[config.mk]
export PLATFORM = sky130hd
export DESIGN_NAME = dual_encoder_motor_move_sync_flat
export DESIGN_NICKNAME = d
export VERILOG_FILES = /design/src/dems_pkg.sv /design/src/dems_in_if.sv /design/src/dems_out_if.sv /design/src/dems_cfg_if.sv /design/src/dems_ctrl.sv /design/src/dems_dp.sv /design/src/dual_encoder_motor_move_sync.sv /design/src/flat_wrapper.sv
export SDC_FILE = /design/constraint.sdc
export NUM_CORES = 1
export LEC_CHECK = 0
export BUFFER_PORTS_ARGS = -buffer_cell sky130_fd_sc_hd__buf_2
export CAP_MARGIN = 10
export CORE_AREA = 2 2 189 191
export CTS_CLUSTER_DIAMETER = 100
export CTS_CLUSTER_SIZE = 30
export DETAILED_ROUTE_END_ITERATION = 6
export DIE_AREA = 0 0 191 193
export PLACE_DENSITY = 0.59
export SLEW_MARGIN = 30
export SYNTH_ARGS = -nofsm -noshare
export SYNTH_HDL_FRONTEND = slang
export SYNTH_SLANG_ARGS = --single-unit
[constraint.sdc]
create_clock -name clk -period 16.45 [get_ports clk]
set_input_delay 1.645 -clock clk [delete_from_list [all_inputs] [get_ports clk]]
set_output_delay 1.645 -clock clk [all_outputs]
set_load 0.03 [all_outputs]
[src/dems_pkg.sv]
// Shared types, constants and helper functions of the two-motor encoder drive.
// No dependencies; every other file of the block imports this package.
package dems_pkg;

  localparam int ActW     = 3;
  localparam int ModeW    = 4;
  localparam int TickW    = 16;
  localparam int SixW     = 16;
  localparam int PwmW     = 8;
  localparam int BrW      = 2;
  localparam int GainW    = 8;
  localparam int CfgIdxW  = 1;
  localparam int CfgDataW = 16;
  localparam int DivBits  = TickW;
  localparam int DivCntW  = $clog2(DivBits);

  localparam logic [TickW-1:0] TicksRst = TickW'(8);
  localparam logic [GainW-1:0] GainRst  = GainW'(1);

  // Request codes
  typedef enum logic [ActW-1:0] {
    ACT_START    = 3'd0,
    ACT_TICK_A   = 3'd1,
    ACT_TICK_B   = 3'd2,
    ACT_CONTROL  = 3'd3,
    ACT_STOP_ALL = 3'd4,
    ACT_STOP_A   = 3'd5,
    ACT_STOP_B   = 3'd6
  } action_t;

  // Configuration register indexes
  localparam logic [CfgIdxW-1:0] CFG_TICKS = 1'd0;
  localparam logic [CfgIdxW-1:0] CFG_GAIN  = 1'd1;

  // Bridge codes: bit1 in1, bit0 in2
  localparam logic [BrW-1:0] BR_COAST = 2'd0;
  localparam logic [BrW-1:0] BR_REV   = 2'd1;
  localparam logic [BrW-1:0] BR_FWD   = 2'd2;
  localparam logic [BrW-1:0] BR_BRAKE = 2'd3;

  // Mode group boundaries
  localparam logic [ModeW-1:0] MODE_A_ONLY = 4'd4;
  localparam logic [ModeW-1:0] MODE_B_ONLY = 4'd8;
  localparam logic [ModeW-1:0] MODE_LIMIT  = 4'd12;

  typedef struct packed {
    logic item_load;
    logic div_load;
    logic div_step;
    logic commit;
  } dems_cmd_t;

  typedef struct packed {
    logic need_div;
  } dems_sts_t;

  function automatic logic uses_a(input logic [ModeW-1:0] m);
    return m < MODE_B_ONLY;
  endfunction

  function automatic logic uses_b(input logic [ModeW-1:0] m);
    return (m < MODE_A_ONLY) || ((m >= MODE_B_ONLY) && (m < MODE_LIMIT));
  endfunction

  // Direction of A for the low two mode bits: fwd, back, spin right, spin left
  function automatic logic [BrW-1:0] dir_a(input logic [1:0] d);
    logic [BrW-1:0] r;
    unique case (d)
      2'd0: r = BR_FWD;
      2'd1: r = BR_REV;
      2'd2: r = BR_FWD;
      2'd3: r = BR_REV;
    endcase
    return r;
  endfunction

  function automatic logic [BrW-1:0] dir_b(input logic [1:0] d);
    logic [BrW-1:0] r;
    unique case (d)
      2'd0: r = BR_FWD;
      2'd1: r = BR_REV;
      2'd2: r = BR_REV;
      2'd3: r = BR_FWD;
    endcase
    return r;
  endfunction

endpackage

[src/dems_in_if.sv]
// Request channel of the motor drive: valid/ready and the request fields.
// Depends on dems_pkg for field widths.
interface dems_in_if;
  import dems_pkg::*;
  logic                   valid;
  logic                   ready;
  logic [ActW-1:0]        action;
  logic [ModeW-1:0]       mode;
  logic [SixW-1:0]        target_sixteenths;
  logic [PwmW-1:0]        speed;

  modport source (output valid, action, mode, target_sixteenths, speed, input ready);
  modport sink   (input valid, action, mode, target_sixteenths, speed, output ready);
endinterface

[src/dems_out_if.sv]
// Result channel of the motor drive: valid/ready and the drive outputs.
// Depends on dems_pkg for field widths.
interface dems_out_if;
  import dems_pkg::*;
  logic             valid;
  logic             ready;
  logic [PwmW-1:0]  pwm_a;
  logic [PwmW-1:0]  pwm_b;
  logic [BrW-1:0]   bridge_a;
  logic [BrW-1:0]   bridge_b;
  logic             busy_res;
  logic             done_res;

  modport source (output valid, pwm_a, pwm_b, bridge_a, bridge_b, busy_res, done_res,
                  input ready);
  modport sink   (input valid, pwm_a, pwm_b, bridge_a, bridge_b, busy_res, done_res,
                  output ready);
endinterface

[src/dems_cfg_if.sv]
// Configuration write channel of the motor drive: valid/ready, index, data.
// Depends on dems_pkg for field widths.
interface dems_cfg_if;
  import dems_pkg::*;
  logic                 valid;
  logic                 ready;
  logic [CfgIdxW-1:0]   idx;
  logic [CfgDataW-1:0]  wdata;

  modport source (output valid, idx, wdata, input ready);
  modport sink   (input valid, idx, wdata, output ready);
endinterface

[src/dems_ctrl.sv]
// Sequencer of the motor drive: request intake, divider steps, result hand-off.
// Depends on dems_pkg for the command and status structs.
module dems_ctrl (
  input  logic                clk,
  input  logic                rst_n,
  input  logic                in_valid,
  output logic                in_ready,
  output logic                out_valid,
  input  logic                out_ready,
  output dems_pkg::dems_cmd_t cmd,
  input  dems_pkg::dems_sts_t sts
);
  import dems_pkg::*;

  typedef enum logic [1:0] {S_IDLE, S_LOAD, S_DIV, S_COMMIT} state_t;

  state_t               state_r;
  logic [DivCntW-1:0]   cnt_r;
  logic                 out_valid_r;
  logic                 slot_free;

  assign slot_free = !out_valid_r || out_ready;
  assign in_ready  = (state_r == S_IDLE);
  assign out_valid = out_valid_r;

  always_comb begin
    cmd.item_load = in_valid && in_ready;
    cmd.div_load  = (state_r == S_LOAD) && sts.need_div;
    cmd.div_step  = (state_r == S_DIV);
    cmd.commit    = (state_r == S_COMMIT) && slot_free;
  end

  always_ff @(posedge clk) begin
    if (!rst_n) begin
      state_r     <= S_IDLE;
      cnt_r       <= '0;
      out_valid_r <= 1'b0;
    end else begin
      if (cmd.commit) begin
        out_valid_r <= 1'b1;
      end else if (out_ready) begin
        out_valid_r <= 1'b0;
      end
      unique case (state_r)
        S_IDLE: begin
          if (in_valid) state_r <= S_LOAD;
        end
        S_LOAD: begin
          cnt_r   <= '0;
          state_r <= sts.need_div ? S_DIV : S_COMMIT;
        end
        S_DIV: begin
          cnt_r <= cnt_r + 1'b1;
          if (cnt_r == DivCntW'(DivBits - 1)) state_r <= S_COMMIT;
        end
        S_COMMIT: begin
          // hold until the previous result has gone
          if (slot_free) state_r <= S_IDLE;
        end
      endcase
    end
  end

  a_rise_from_commit: assert property (@(posedge clk) disable iff (!rst_n)
    $rose(out_valid_r) |-> $past(state_r == S_COMMIT))
    else $error("result raised without a commit");

  a_div_after_load: assert property (@(posedge clk) disable iff (!rst_n)
    cmd.div_step |-> ($past(state_r == S_LOAD) || $past(state_r == S_DIV)))
    else $error("divider stepped without a load");

  a_blocked_commit_holds: assert property (@(posedge clk) disable iff (!rst_n)
    (state_r == S_COMMIT && !slot_free) |=> (state_r == S_COMMIT && out_valid_r))
    else $error("pending result lost while output stalled");

endmodule

[src/dems_dp.sv]
// Datapath of the motor drive: config registers, move state, serial divider.
// Depends on dems_pkg; driven by commands from dems_ctrl.
module dems_dp (
  input  logic                   clk,
  input  logic                   rst_n,
  input  dems_pkg::dems_cmd_t    cmd,
  output dems_pkg::dems_sts_t    sts,
  input  logic [dems_pkg::ActW-1:0]     in_action,
  input  logic [dems_pkg::ModeW-1:0]    in_mode,
  input  logic [dems_pkg::SixW-1:0]     in_target,
  input  logic [dems_pkg::PwmW-1:0]     in_speed,
  input  logic                          cfg_we,
  input  logic [dems_pkg::CfgIdxW-1:0]  cfg_idx,
  input  logic [dems_pkg::CfgDataW-1:0] cfg_data,
  output logic [dems_pkg::PwmW-1:0]     pwm_a,
  output logic [dems_pkg::PwmW-1:0]     pwm_b,
  output logic [dems_pkg::BrW-1:0]      bridge_a,
  output logic [dems_pkg::BrW-1:0]      bridge_b,
  output logic                          busy,
  output logic                          done
);
  import dems_pkg::*;

  // configuration
  logic [TickW-1:0] ticks_cfg_r;
  logic [GainW-1:0] gain_cfg_r;
  // latched request
  logic [ActW-1:0]  item_action_r;
  logic [ModeW-1:0] item_mode_r;
  logic [SixW-1:0]  item_target_r;
  logic [PwmW-1:0]  item_speed_r;
  // move state
  logic [TickW-1:0] tick_a_r, tick_a_nxt, tick_b_r, tick_b_nxt;
  logic [SixW-1:0]  six_a_r, six_a_nxt, six_b_r, six_b_nxt;
  logic [SixW-1:0]  target_r, target_nxt;
  logic [ModeW-1:0] mode_r, mode_nxt;
  logic             active_r, active_nxt;
  logic [PwmW-1:0]  pwm_a_r, pwm_a_nxt, pwm_b_r, pwm_b_nxt;
  logic [BrW-1:0]   br_a_r, br_a_nxt, br_b_r, br_b_nxt;
  logic             done_r, done_nxt;
  // divider
  logic [DivBits-1:0] div_quo_r;
  logic [GainW-1:0]   div_rem_r;
  logic               div_neg_r;

  logic [TickW-1:0]   lim;
  logic [GainW-1:0]   gain_k;
  logic [TickW-1:0]   tick_a_inc, tick_b_inc;
  logic               wrap_a, wrap_b;
  logic [SixW-1:0]    six_a_inc, six_b_inc;
  logic               ctl_en;
  logic [TickW:0]     diff;
  logic [TickW:0]     mag;
  logic [GainW:0]     shifted, shifted_sub;
  logic               ge;
  logic signed [DivBits+1:0] err, psum;
  logic [PwmW-1:0]    pwm_sat;
  logic               check, reached;

  assign lim    = (ticks_cfg_r == '0) ? TickW'(1) : ticks_cfg_r;
  assign gain_k = (gain_cfg_r == '0) ? GainW'(1) : gain_cfg_r;

  assign tick_a_inc = tick_a_r + 1'b1;
  assign tick_b_inc = tick_b_r + 1'b1;
  assign wrap_a     = tick_a_inc >= lim;
  assign wrap_b     = tick_b_inc >= lim;
  assign six_a_inc  = (six_a_r == '1) ? six_a_r : six_a_r + 1'b1;
  assign six_b_inc  = (six_b_r == '1) ? six_b_r : six_b_r + 1'b1;

  assign ctl_en       = active_r && (mode_r < MODE_A_ONLY);
  assign sts.need_div = (item_action_r == ACT_CONTROL) && ctl_en;

  // magnitude and sign of the tick difference for the divider
  assign diff = {1'b0, tick_a_r} - {1'b0, tick_b_r};
  assign mag  = diff[TickW] ? ((TickW+1)'(0) - diff) : diff;

  // one restoring step: remainder stays below the divisor
  assign shifted     = {div_rem_r, div_quo_r[DivBits-1]};
  assign shifted_sub = shifted - {1'b0, gain_k};
  assign ge          = shifted >= {1'b0, gain_k};

  assign err  = div_neg_r ? -$signed({2'b00, div_quo_r}) : $signed({2'b00, div_quo_r});
  assign psum = $signed({(DivBits+2-PwmW)'(0), pwm_b_r}) + err;

  always_comb begin
    if (psum < 0) begin
      pwm_sat = '0;
    end else if (psum > $signed((DivBits+2)'(255))) begin
      pwm_sat = '1;
    end else begin
      pwm_sat = psum[PwmW-1:0];
    end
  end

  always_comb begin
    tick_a_nxt = tick_a_r;
    tick_b_nxt = tick_b_r;
    six_a_nxt  = six_a_r;
    six_b_nxt  = six_b_r;
    target_nxt = target_r;
    mode_nxt   = mode_r;
    active_nxt = active_r;
    pwm_a_nxt  = pwm_a_r;
    pwm_b_nxt  = pwm_b_r;
    br_a_nxt   = br_a_r;
    br_b_nxt   = br_b_r;
    done_nxt   = 1'b0;
    check      = 1'b0;

    unique case (item_action_r)
      ACT_START: begin
        check = 1'b1;
        if (item_mode_r < MODE_LIMIT) begin
          // brake whatever the old move was driving
          if (active_r) begin
            if (uses_a(mode_r)) begin
              pwm_a_nxt = '0; br_a_nxt = BR_BRAKE; six_a_nxt = '0;
            end
            if (uses_b(mode_r)) begin
              pwm_b_nxt = '0; br_b_nxt = BR_BRAKE; six_b_nxt = '0;
            end
          end
          mode_nxt   = item_mode_r;
          target_nxt = item_target_r;
          active_nxt = 1'b1;
          if (item_mode_r < MODE_A_ONLY) begin
            tick_a_nxt = '0;
            tick_b_nxt = '0;
            six_a_nxt  = '0;
            six_b_nxt  = '0;
            pwm_a_nxt  = item_speed_r;
            pwm_b_nxt  = item_speed_r;
            br_a_nxt   = dir_a(item_mode_r[1:0]);
            br_b_nxt   = dir_b(item_mode_r[1:0]);
          end else if (item_mode_r < MODE_B_ONLY) begin
            six_a_nxt = '0;
            pwm_a_nxt = item_speed_r;
            br_a_nxt  = dir_a(item_mode_r[1:0]);
          end else begin
            six_b_nxt = '0;
            pwm_b_nxt = item_speed_r;
            br_b_nxt  = dir_b(item_mode_r[1:0]);
          end
        end
      end
      ACT_TICK_A: begin
        check      = 1'b1;
        tick_a_nxt = wrap_a ? '0 : tick_a_inc;
        six_a_nxt  = wrap_a ? six_a_inc : six_a_r;
      end
      ACT_TICK_B: begin
        check      = 1'b1;
        tick_b_nxt = wrap_b ? '0 : tick_b_inc;
        six_b_nxt  = wrap_b ? six_b_inc : six_b_r;
      end
      ACT_CONTROL: begin
        if (ctl_en) pwm_b_nxt = pwm_sat;
      end
      ACT_STOP_ALL: begin
        pwm_a_nxt = '0; br_a_nxt = BR_BRAKE; six_a_nxt = '0;
        pwm_b_nxt = '0; br_b_nxt = BR_BRAKE; six_b_nxt = '0;
        active_nxt = 1'b0;
      end
      ACT_STOP_A: begin
        pwm_a_nxt = '0; br_a_nxt = BR_BRAKE; six_a_nxt = '0;
        if (active_r && uses_a(mode_r)) active_nxt = 1'b0;
      end
      ACT_STOP_B: begin
        pwm_b_nxt = '0; br_b_nxt = BR_BRAKE; six_b_nxt = '0;
        if (active_r && uses_b(mode_r)) active_nxt = 1'b0;
      end
      default: begin
      end
    endcase

    reached = (uses_a(mode_nxt) && (six_a_nxt >= target_nxt))
           || (uses_b(mode_nxt) && (six_b_nxt >= target_nxt));

    if (check && active_nxt && reached) begin
      if (uses_a(mode_nxt)) begin
        pwm_a_nxt = '0; br_a_nxt = BR_BRAKE; six_a_nxt = '0;
      end
      if (uses_b(mode_nxt)) begin
        pwm_b_nxt = '0; br_b_nxt = BR_BRAKE; six_b_nxt = '0;
      end
      active_nxt = 1'b0;
      done_nxt   = 1'b1;
    end
  end

  always_ff @(posedge clk) begin
    if (!rst_n) begin
      ticks_cfg_r <= TicksRst;
      gain_cfg_r  <= GainRst;
      tick_a_r    <= '0;
      tick_b_r    <= '0;
      six_a_r     <= '0;
      six_b_r     <= '0;
      target_r    <= '0;
      mode_r      <= '0;
      active_r    <= 1'b0;
      pwm_a_r     <= '0;
      pwm_b_r     <= '0;
      br_a_r      <= BR_COAST;
      br_b_r      <= BR_COAST;
      done_r      <= 1'b0;
    end else begin
      if (cfg_we) begin
        unique case (cfg_idx)
          CFG_TICKS: ticks_cfg_r <= cfg_data[TickW-1:0];
          CFG_GAIN:  gain_cfg_r  <= cfg_data[GainW-1:0];
        endcase
      end
      if (cmd.commit) begin
        tick_a_r <= tick_a_nxt;
        tick_b_r <= tick_b_nxt;
        six_a_r  <= six_a_nxt;
        six_b_r  <= six_b_nxt;
        target_r <= target_nxt;
        mode_r   <= mode_nxt;
        active_r <= active_nxt;
        pwm_a_r  <= pwm_a_nxt;
        pwm_b_r  <= pwm_b_nxt;
        br_a_r   <= br_a_nxt;
        br_b_r   <= br_b_nxt;
        done_r   <= done_nxt;
      end
    end
  end

  always_ff @(posedge clk) begin
    if (cmd.item_load) begin
      item_action_r <= in_action;
      item_mode_r   <= in_mode;
      item_target_r <= in_target;
      item_speed_r  <= in_speed;
    end
    if (cmd.div_load) begin
      div_quo_r <= mag[DivBits-1:0];
      div_rem_r <= '0;
      div_neg_r <= diff[TickW];
    end else if (cmd.div_step) begin
      div_quo_r <= {div_quo_r[DivBits-2:0], ge};
      div_rem_r <= ge ? shifted_sub[GainW-1:0] : shifted[GainW-1:0];
    end
  end

  assign pwm_a    = pwm_a_r;
  assign pwm_b    = pwm_b_r;
  assign bridge_a = br_a_r;
  assign bridge_b = br_b_r;
  assign busy     = active_r;
  assign done     = done_r;

endmodule

[src/dual_encoder_motor_move_sync.sv]
// Top level of the two-motor encoder drive with proportional speed matching.
// Depends on dems_pkg, the three channel interfaces, dems_ctrl and dems_dp.
//
//   port     | dir | handshake     | carries
//   in_ch    | in  | valid/ready   | action, mode, target_sixteenths, speed
//   out_ch   | out | valid/ready   | pwm_a, pwm_b, bridge_a, bridge_b, busy_res, done_res
//   cfg_ch   | in  | valid/ready   | idx (0 ticks per sixteenth, 1 gain divisor), wdata
//
// A request passes the load and commit states before the next acceptance; a control
// period of a two-motor move also runs the 16-step restoring divider.
// in_ch.ready is high whenever the sequencer is idle, even while a result waits.
// A stalled out_ch holds the result; the following request is then kept at commit.
// cfg_ch.ready is always high. rst_n is synchronous, active low.
module dual_encoder_motor_move_sync (
  input logic        clk,
  input logic        rst_n,
  dems_in_if.sink    in_ch,
  dems_out_if.source out_ch,
  dems_cfg_if.sink   cfg_ch
);
  import dems_pkg::*;

  dems_cmd_t cmd;
  dems_sts_t sts;

  assign cfg_ch.ready = 1'b1;

  dems_ctrl u_ctrl (
    .clk       (clk),
    .rst_n     (rst_n),
    .in_valid  (in_ch.valid),
    .in_ready  (in_ch.ready),
    .out_valid (out_ch.valid),
    .out_ready (out_ch.ready),
    .cmd       (cmd),
    .sts       (sts)
  );

  dems_dp u_dp (
    .clk       (clk),
    .rst_n     (rst_n),
    .cmd       (cmd),
    .sts       (sts),
    .in_action (in_ch.action),
    .in_mode   (in_ch.mode),
    .in_target (in_ch.target_sixteenths),
    .in_speed  (in_ch.speed),
    .cfg_we    (cfg_ch.valid),
    .cfg_idx   (cfg_ch.idx),
    .cfg_data  (cfg_ch.wdata),
    .pwm_a     (out_ch.pwm_a),
    .pwm_b     (out_ch.pwm_b),
    .bridge_a  (out_ch.bridge_a),
    .bridge_b  (out_ch.bridge_b),
    .busy      (out_ch.busy_res),
    .done      (out_ch.done_res)
  );

endmodule
[src/flat_wrapper.sv]
// flat-port wrapper written by rule: the top's interface ports become plain ports
module dual_encoder_motor_move_sync_flat import dems_pkg::*;
  (clk, rst_n, in_ch_valid, in_ch_action, in_ch_mode, in_ch_target_sixteenths, in_ch_speed, in_ch_ready, out_ch_valid, out_ch_pwm_a, out_ch_pwm_b, out_ch_bridge_a, out_ch_bridge_b, out_ch_busy_res, out_ch_done_res, out_ch_ready, cfg_ch_valid, cfg_ch_idx, cfg_ch_wdata, cfg_ch_ready);
  dems_in_if in_ch_i ();
  dems_out_if out_ch_i ();
  dems_cfg_if cfg_ch_i ();
  input logic clk;
  input logic rst_n;
  input wire logic [$bits(in_ch_i.valid)-1:0] in_ch_valid;
  input wire logic [$bits(in_ch_i.action)-1:0] in_ch_action;
  input wire logic [$bits(in_ch_i.mode)-1:0] in_ch_mode;
  input wire logic [$bits(in_ch_i.target_sixteenths)-1:0] in_ch_target_sixteenths;
  input wire logic [$bits(in_ch_i.speed)-1:0] in_ch_speed;
  output wire logic [$bits(in_ch_i.ready)-1:0] in_ch_ready;
  output wire logic [$bits(out_ch_i.valid)-1:0] out_ch_valid;
  output wire logic [$bits(out_ch_i.pwm_a)-1:0] out_ch_pwm_a;
  output wire logic [$bits(out_ch_i.pwm_b)-1:0] out_ch_pwm_b;
  output wire logic [$bits(out_ch_i.bridge_a)-1:0] out_ch_bridge_a;
  output wire logic [$bits(out_ch_i.bridge_b)-1:0] out_ch_bridge_b;
  output wire logic [$bits(out_ch_i.busy_res)-1:0] out_ch_busy_res;
  output wire logic [$bits(out_ch_i.done_res)-1:0] out_ch_done_res;
  input wire logic [$bits(out_ch_i.ready)-1:0] out_ch_ready;
  input wire logic [$bits(cfg_ch_i.valid)-1:0] cfg_ch_valid;
  input wire logic [$bits(cfg_ch_i.idx)-1:0] cfg_ch_idx;
  input wire logic [$bits(cfg_ch_i.wdata)-1:0] cfg_ch_wdata;
  output wire logic [$bits(cfg_ch_i.ready)-1:0] cfg_ch_ready;
  assign in_ch_i.valid = in_ch_valid;
  assign in_ch_i.action = in_ch_action;
  assign in_ch_i.mode = in_ch_mode;
  assign in_ch_i.target_sixteenths = in_ch_target_sixteenths;
  assign in_ch_i.speed = in_ch_speed;
  assign in_ch_ready = in_ch_i.ready;
  assign out_ch_valid = out_ch_i.valid;
  assign out_ch_pwm_a = out_ch_i.pwm_a;
  assign out_ch_pwm_b = out_ch_i.pwm_b;
  assign out_ch_bridge_a = out_ch_i.bridge_a;
  assign out_ch_bridge_b = out_ch_i.bridge_b;
  assign out_ch_busy_res = out_ch_i.busy_res;
  assign out_ch_done_res = out_ch_i.done_res;
  assign out_ch_i.ready = out_ch_ready;
  assign cfg_ch_i.valid = cfg_ch_valid;
  assign cfg_ch_i.idx = cfg_ch_idx;
  assign cfg_ch_i.wdata = cfg_ch_wdata;
  assign cfg_ch_ready = cfg_ch_i.ready;
  dual_encoder_motor_move_sync u_core (.clk(clk), .rst_n(rst_n), .in_ch(in_ch_i), .out_ch(out_ch_i), .cfg_ch(cfg_ch_i));
endmodule
Word-level counts from Yosys, hierarchy flattened --
Index checks and enable logic that the tools add are counted.
Word-level totals: register bits after elaboration 193, output and inout bits 25
Cells by class: reductions and logical operators 40, equality and inequality tests 20, muxes and demuxes 89, bitwise operators 1, magnitude comparators 18, $add $sub $neg 10
Operators by type and width (number):
- $mux 16 | 28
- $mux 8 | 19
- $pmux 16 s3 | 2
- $add 16x1->16 const B | 4
- $ge 16x16->1 | 4
- $pmux 16 s2 | 2
- $mux 2 | 17
- $eq 16x16->1 const B | 2
- $lt 4x4->1 const B | 6
- $pmux 8 s3 | 1
- $add 9x18->18 | 1
- $gt 18x9->1 const B | 1
- $lt 18x1->1 const B | 1
- $mux 18 | 1
- $neg 16->18 | 1
- $sub 16x16->17 | 1
- $logic_not 16->1 | 1
- $pmux 2 s2 | 4
- $pmux 8 s2 | 1
- $sub 1x16->16 const A | 1
- $logic_and 1x1->1 | 13
- $lt 4x3->1 const B | 3
- $reduce_or 2->1 | 6
- $ne 2x2->1 const B | 5
- 26 further kinds | 53

Depth between registers and ports, before layout --
depth in word-level cells 14, gate-level depth with buffers 30, depth with buffers taken out 28

Modules after synthesis --
A second synthesis with hierarchy kept.
Second synthesis, totals: cells, all modules 1616, area, all modules 13374.1 µm²
By module, submodules not included:
- dems_dp | times used 1, cells an instance 1568, seq. area each 4164.0 µm², area an instance 12934.9 µm²
- dems_ctrl | times used 1, cells an instance 46, seq. area each 140.1 µm², area an instance 427.9 µm²
- dual_encoder_motor_move_sync | times used 1, cells an instance 2, seq. area each 0.0 µm², area an instance 11.3 µm²

Worst setup path after synthesis --
Ideal clock, no wire load.
path kind reg2reg, start register u_core.u_dp.tick_b_r[2], end register u_core.u_dp.pwm_b_r[6] (netlist: u_core.u_dp.pwm_b[6]), slack 10.886 ns, stages on the path, launching flop included 31, setup time 0.069 ns, period minus slack after synthesis 5.564 ns, path buffers 2, required time 16.381 ns, arrival time 5.496 ns, path through dfxtp_1 -> inv_1 -> nor3_1 -> and3_1 -> nand3_1 -> nor4_2 -> nand3_1 -> nor3_1 -> xnor2_1 -> ha_1 -> o21a_1 -> nor2_1 -> nor3_1 -> nor2_1 -> buf_2 -> o21ai_0 -> nand2_1 -> nand2_1 -> o31ai_1 -> ha_1 -> a21o_1 -> a21o_1 -> a21oi_1 -> o21ai_0 -> a21oi_1 -> o22ai_1 -> and2_1 -> nor2_1 -> buf_4 -> o2111ai_1 -> o21ai_1
On the way: cells in the longest elaborated chain, start to end 9
RTL lines:
- from (decl) | RTL line dems_dp.sv:33 | logic [TickW-1:0] tick_a_r, tick_a_nxt, tick_b_r, tick_b_nxt;
- from (signal assigned) | RTL line dems_dp.sv:216 | tick_b_r <= tick_b_nxt;
- $add 16x1->16 | RTL line dems_dp.sv:64 | assign tick_b_inc = tick_b_r + 1'b1;
- $ge 16x16->1 | RTL line dems_dp.sv:66 | assign wrap_b = tick_b_inc >= lim;
- $mux 16 | RTL line dems_dp.sv:154 | six_b_nxt = wrap_b ? six_b_inc : six_b_r;
- $pmux 16 s3 | RTL line dems_dp.sv:110 | unique case (item_action_r)
- $ge 16x16->1 | RTL line dems_dp.sv:177 | || (uses_b(mode_nxt) && (six_b_nxt >= target_nxt));
- $logic_and 1x1->1 | RTL line dems_dp.sv:177
- $logic_or 1x1->1 | RTL line dems_dp.sv:177
- $logic_and 1x1->1 | RTL line dems_dp.sv:179 | if (check && active_nxt && reached) begin
- $mux 8 | RTL line dems_dp.sv:179
- to (signal assigned) | RTL line dems_dp.sv:223 | pwm_b_r <= pwm_b_nxt;
- to (decl) | RTL line dems_dp.sv:38 | logic [PwmW-1:0] pwm_a_r, pwm_a_nxt, pwm_b_r, pwm_b_nxt;
No other way between the ends. A chain may end at the register's enable or synchronous reset.

Worst setup path after layout --
start register u_core.u_dp.tick_b_r[2], end register u_core.u_dp.six_a_r[9]
On the way: cells in the longest elaborated chain, start to end 9
RTL lines:
- $add 16x1->16 | RTL line dems_dp.sv:64
- $ge 16x16->1 | RTL line dems_dp.sv:66
- $mux 16 | RTL line dems_dp.sv:154
- $pmux 16 s3 | RTL line dems_dp.sv:110
- $ge 16x16->1 | RTL line dems_dp.sv:177
- $logic_and 1x1->1 | RTL line dems_dp.sv:177
- $logic_or 1x1->1 | RTL line dems_dp.sv:177
- $logic_and 1x1->1 | RTL line dems_dp.sv:179
- $mux 16 | RTL line dems_dp.sv:179
- to (signal assigned) | RTL line dems_dp.sv:217 | six_a_r <= six_a_nxt;
- to (decl) | RTL line dems_dp.sv:34 | logic [SixW-1:0] six_a_r, six_a_nxt, six_b_r, six_b_nxt;
No other way between the ends.

==> results_dict.tcl <==
set metrics [dict create \
    status "completed" \
    maxCapViolations 0 \
    yosysMostFrequentCell "nand2_1" \
    p_total_w 0.001408 \
    postCtsSetupBuffers 0 \
    num-fill-cells 3488 \
    fin_setup_tns_ps 0 \
    synth_flop_cell "dfxtp_1" \
    cp-end-kind "register" \
    dieHeight_um 193 \
    coreArea_sq_um 34960 \
    setup_violations 0 \
    hold_viol_final 0 \
    ctsRootBufferMaster "clkbuf_16" \
    critPathKind "register to register" \
    portBuffers 76 \
    ys_seq_area_frac 0.3305 \
    netSwitchingPower_w 0.0005125 \
    grt_max_degree 65 \
    rrSetupSlack_ps 9260 \
    place_hpwl_um 26300 \
    synthDistinctLibCells 94 \
    rows 69 \
    grt_antenna_before_repair 0 \
    p_per_area_nw_per_um2 97.89 \
    crit_required_ps 16840 \
    slew_headroom 0.4464 \
    r2r_end "u_core.u_dp.six_a_r[9]" \
    cts.htree.levels 4 \
    multi_input_area_sq_um 8170 \
    firstDrtPassIters 6 \
    avgRoutedWirePerCell_um 16.84 \
    p_leak_nw 5.500 \
    seqCellArea_sq_um 4304 \
    intPower_w 0.0008957 \
    worst_hold_slack_ps 458.1 \
    n_antenna_cell 0 \
    whs_path_depth 2 \
    syn-cell-area_sq_um 13020 \
    syn-num-nets 1723 \
    cts_hold_buf 0 \
    ios 78 \
    clk_latency_ps 460 \
    yosysTopAreaCellShare 0.2199 \
    clock_sink_count 191 \
    drive_gt1_frac 0.1036 \
    start_util 0.3724 \
    combPwrFrac 0.279 \
    hp-start "u_core.u_dp.gain_cfg_r[3]" \
    worst-slew-pin-transition_ps 827.3 \
    slew_viol_final 0 \
    netlist_top_cells_count "150 x nand2_1, 143 x dfxtp_1, 130 x nor2_1" \
    timing.rr.start "u_core.u_dp.tick_b_r[2]" \
    vias 11652 \
    start_kind "register" \
    synth-edff-count 48 \
    rsz0062_at_grt "false" \
    yosys.area.top_type "dfxtp_1" \
    path_max_fanout 14 \
    syn_avg_cell_area_sq_um 8.347 \
    period_share 0.4370 \
    die_w_um 191 \
    hold_end "u_core.u_dp.gain_cfg_r[3]" \
    cts_buffers 17 \
    period_minus_slack_ps 7188 \
    grt_use_total 0.1917 \
    slowest_stage "nor2_1" \
    synth_cells 1560 \
    clkTransAtPathRegs_ps 80 \
    synthTopCellsByArea "dfxtp_1 22%, edfxtp_1 11%, ha_1 10%" \
    wl_um 34900 \
    worst_r2r_path_depth 28 \
    routed_via_density 5.621 \
    ir_drop_v 0.00005960 \
    cts_tree "done" \
    gp_congestion 0.8598 \
    arrival_ps 7580 \
    swShare 0.3639 \
    clock_path_buffers 2 \
    grt_pass1_vias 11051 \
    power_frac_clock 0.300 \
    async_flop_share 0 \
    ant_nets 0 \
    yosysWarnings 0 \
    cts_resized 0 \
    seqPwrFrac 0.420 \
    drcViolationCount 0 \
    fin_nets 1762 \
    syn2layout_area_growth_pct 10.48 \
    ys_ff_latch 191 \
    timing.fmax_ghz 0.1391 \
    first_iter_violations 895 \
    max_stage_delay_ps 680 \
    holdCritPathClass "register to register" \
    grt_pass1_wl_um 57090 \
    finClkSkew_ps 17.08 \
    dieArea_sq_um 36860 \
    grt_overflow_total 0 \
]
[power groups by stage]
stage / clock (W) / sequential, W / combinational (W)
final: 0.000423 / 0.000592 / 0.000393
after CTS: 0.000433 / 0.000592 / 0.000394
after global placement: 0 / 0.000602 / 0.000384
after floorplan: 0 / 0.000584 / 0.000299
after detailed placement: 0 / 0.000602 / 0.000392
after global routing: 0.000448 / 0.000600 / 0.000447
[critical path: cells and delay by family (launching register included)]
| kind | cells | cell delay, ps |
|---|---|---|
| simple gates | 12 | 3390 |
| compound gates | 12 | 2420 |
| fa+ha+maj | 2 | 570 |
| flops | 1 | 440 |
| xor+xnor | 1 | 190 |
| buf+inv | 1 | 90 |
[registers in the layout, indices dropped and copies added, names as in the netlist, 8 cells and up]
register / count
u_core.u_dp.tick_b_r: 16
u_core.u_dp.six_a_r: 16
u_core.u_dp.target_r: 16
u_core.u_dp.six_b_r: 16
u_core.u_dp.pwm_a: 8
u_core.u_dp.item_speed_r: 8
u_core.u_dp.tick_a_r: 16
u_core.u_dp.div_quo_r: 16
u_core.u_dp.pwm_b: 8
u_core.u_dp.gain_cfg_r: 8
u_core.u_dp.item_target_r: 16
u_core.u_dp.div_rem_r: 8
u_core.u_dp.ticks_cfg_r: 16
[how the worst max path moves through the flow]
stage / start / endpoint / slack, ps / cells past startpoint
3_5_place_dp: u_core.u_dp.tick_b_r[2] / u_core.u_dp.six_a_r[9] / 9520 / 28
2_1_floorplan: u_core.u_dp.tick_b_r[2] / u_core.u_dp.pwm_b[6] / 10890 / 30
4_1_cts: u_core.u_dp.tick_b_r[2] / u_core.u_dp.six_a_r[9] / 9480 / 28
3_3_place_gp: u_core.u_dp.tick_b_r[2] / u_core.u_dp.pwm_a[1] / 9670 / 25
6_report: u_core.u_dp.tick_b_r[2] / u_core.u_dp.six_a_r[9] / 9260 / 28
5_1_grt: u_core.u_dp.tick_b_r[2] / u_core.u_dp.six_a_r[9] / 8540 / 28
[stage by stage]
step,std cells,worst slack [ps],util,instance area [sq um]
5_1_grt,2073,8536,0.4115,14390
3_5_place_dp,2041,9517,0.3943,13790
2_1_floorplan,1560,10890,-,13020
6_report,2073,9262,0.4115,14390
4_1_cts,2073,9481,0.4112,14380
3_3_place_gp,2041,9674,0.3939,13770
[cell families (layout without fill, tap and decap cells)]
group	Yosys count	count (layout)	synth area share
buffers and inverters	142	194	0.04497
other	1	1	0.0002880
AND/OR/NAND/NOR	510	510	0.1885
AO/OA/AOI/OAI	504	504	0.2562
multiplexers	30	30	0.02364
flip-flops	191	191	0.3305
XOR/XNOR	72	72	0.04843
adder cells (fa/ha/maj)	110	110	0.1074
[placed cells by master, fill, tap and decap left out, types with 14 or more instances in the layout]
cell type and instances:
a21oi_1 125, buf_2 76, nand2_1 150, o21ai_0 107
nand2b_1 19, nand4_1 18, or3_1 14, mux2i_1 24
a211oi_1 25, edfxtp_1 48, o31ai_1 18, inv_1 74
nor2b_1 15, xor2_1 23, o21a_1 14, nor2_1 130
a22o_1 23, clkbuf_16 17, and3_1 20, xnor2_1 49
a31oi_1 26, nand3_1 54, ha_1 107, a21o_1 34
nor3_1 31, a22oi_1 19, dfxtp_1 143
[layout make-up]
cell class              count  area share
multi-input cells        1227      0.5679
flip-flops and latches    191      0.2992
well taps                 461     0.04009
repair buffers             87     0.03218
clock buffers              17     0.02957
inverters                  75     0.01957
clock inverters            15     0.01148
[layer usage]
layer	GRT usage	routed length, um	up-vias
met5	0	0	-
met4	0.05575	531	0
met3	0.02371	1537	34
met2	0.3085	15630	276
met1	0.2694	17210	5510
li1	-	-	5832
Power figures use the tool's default switching activity.
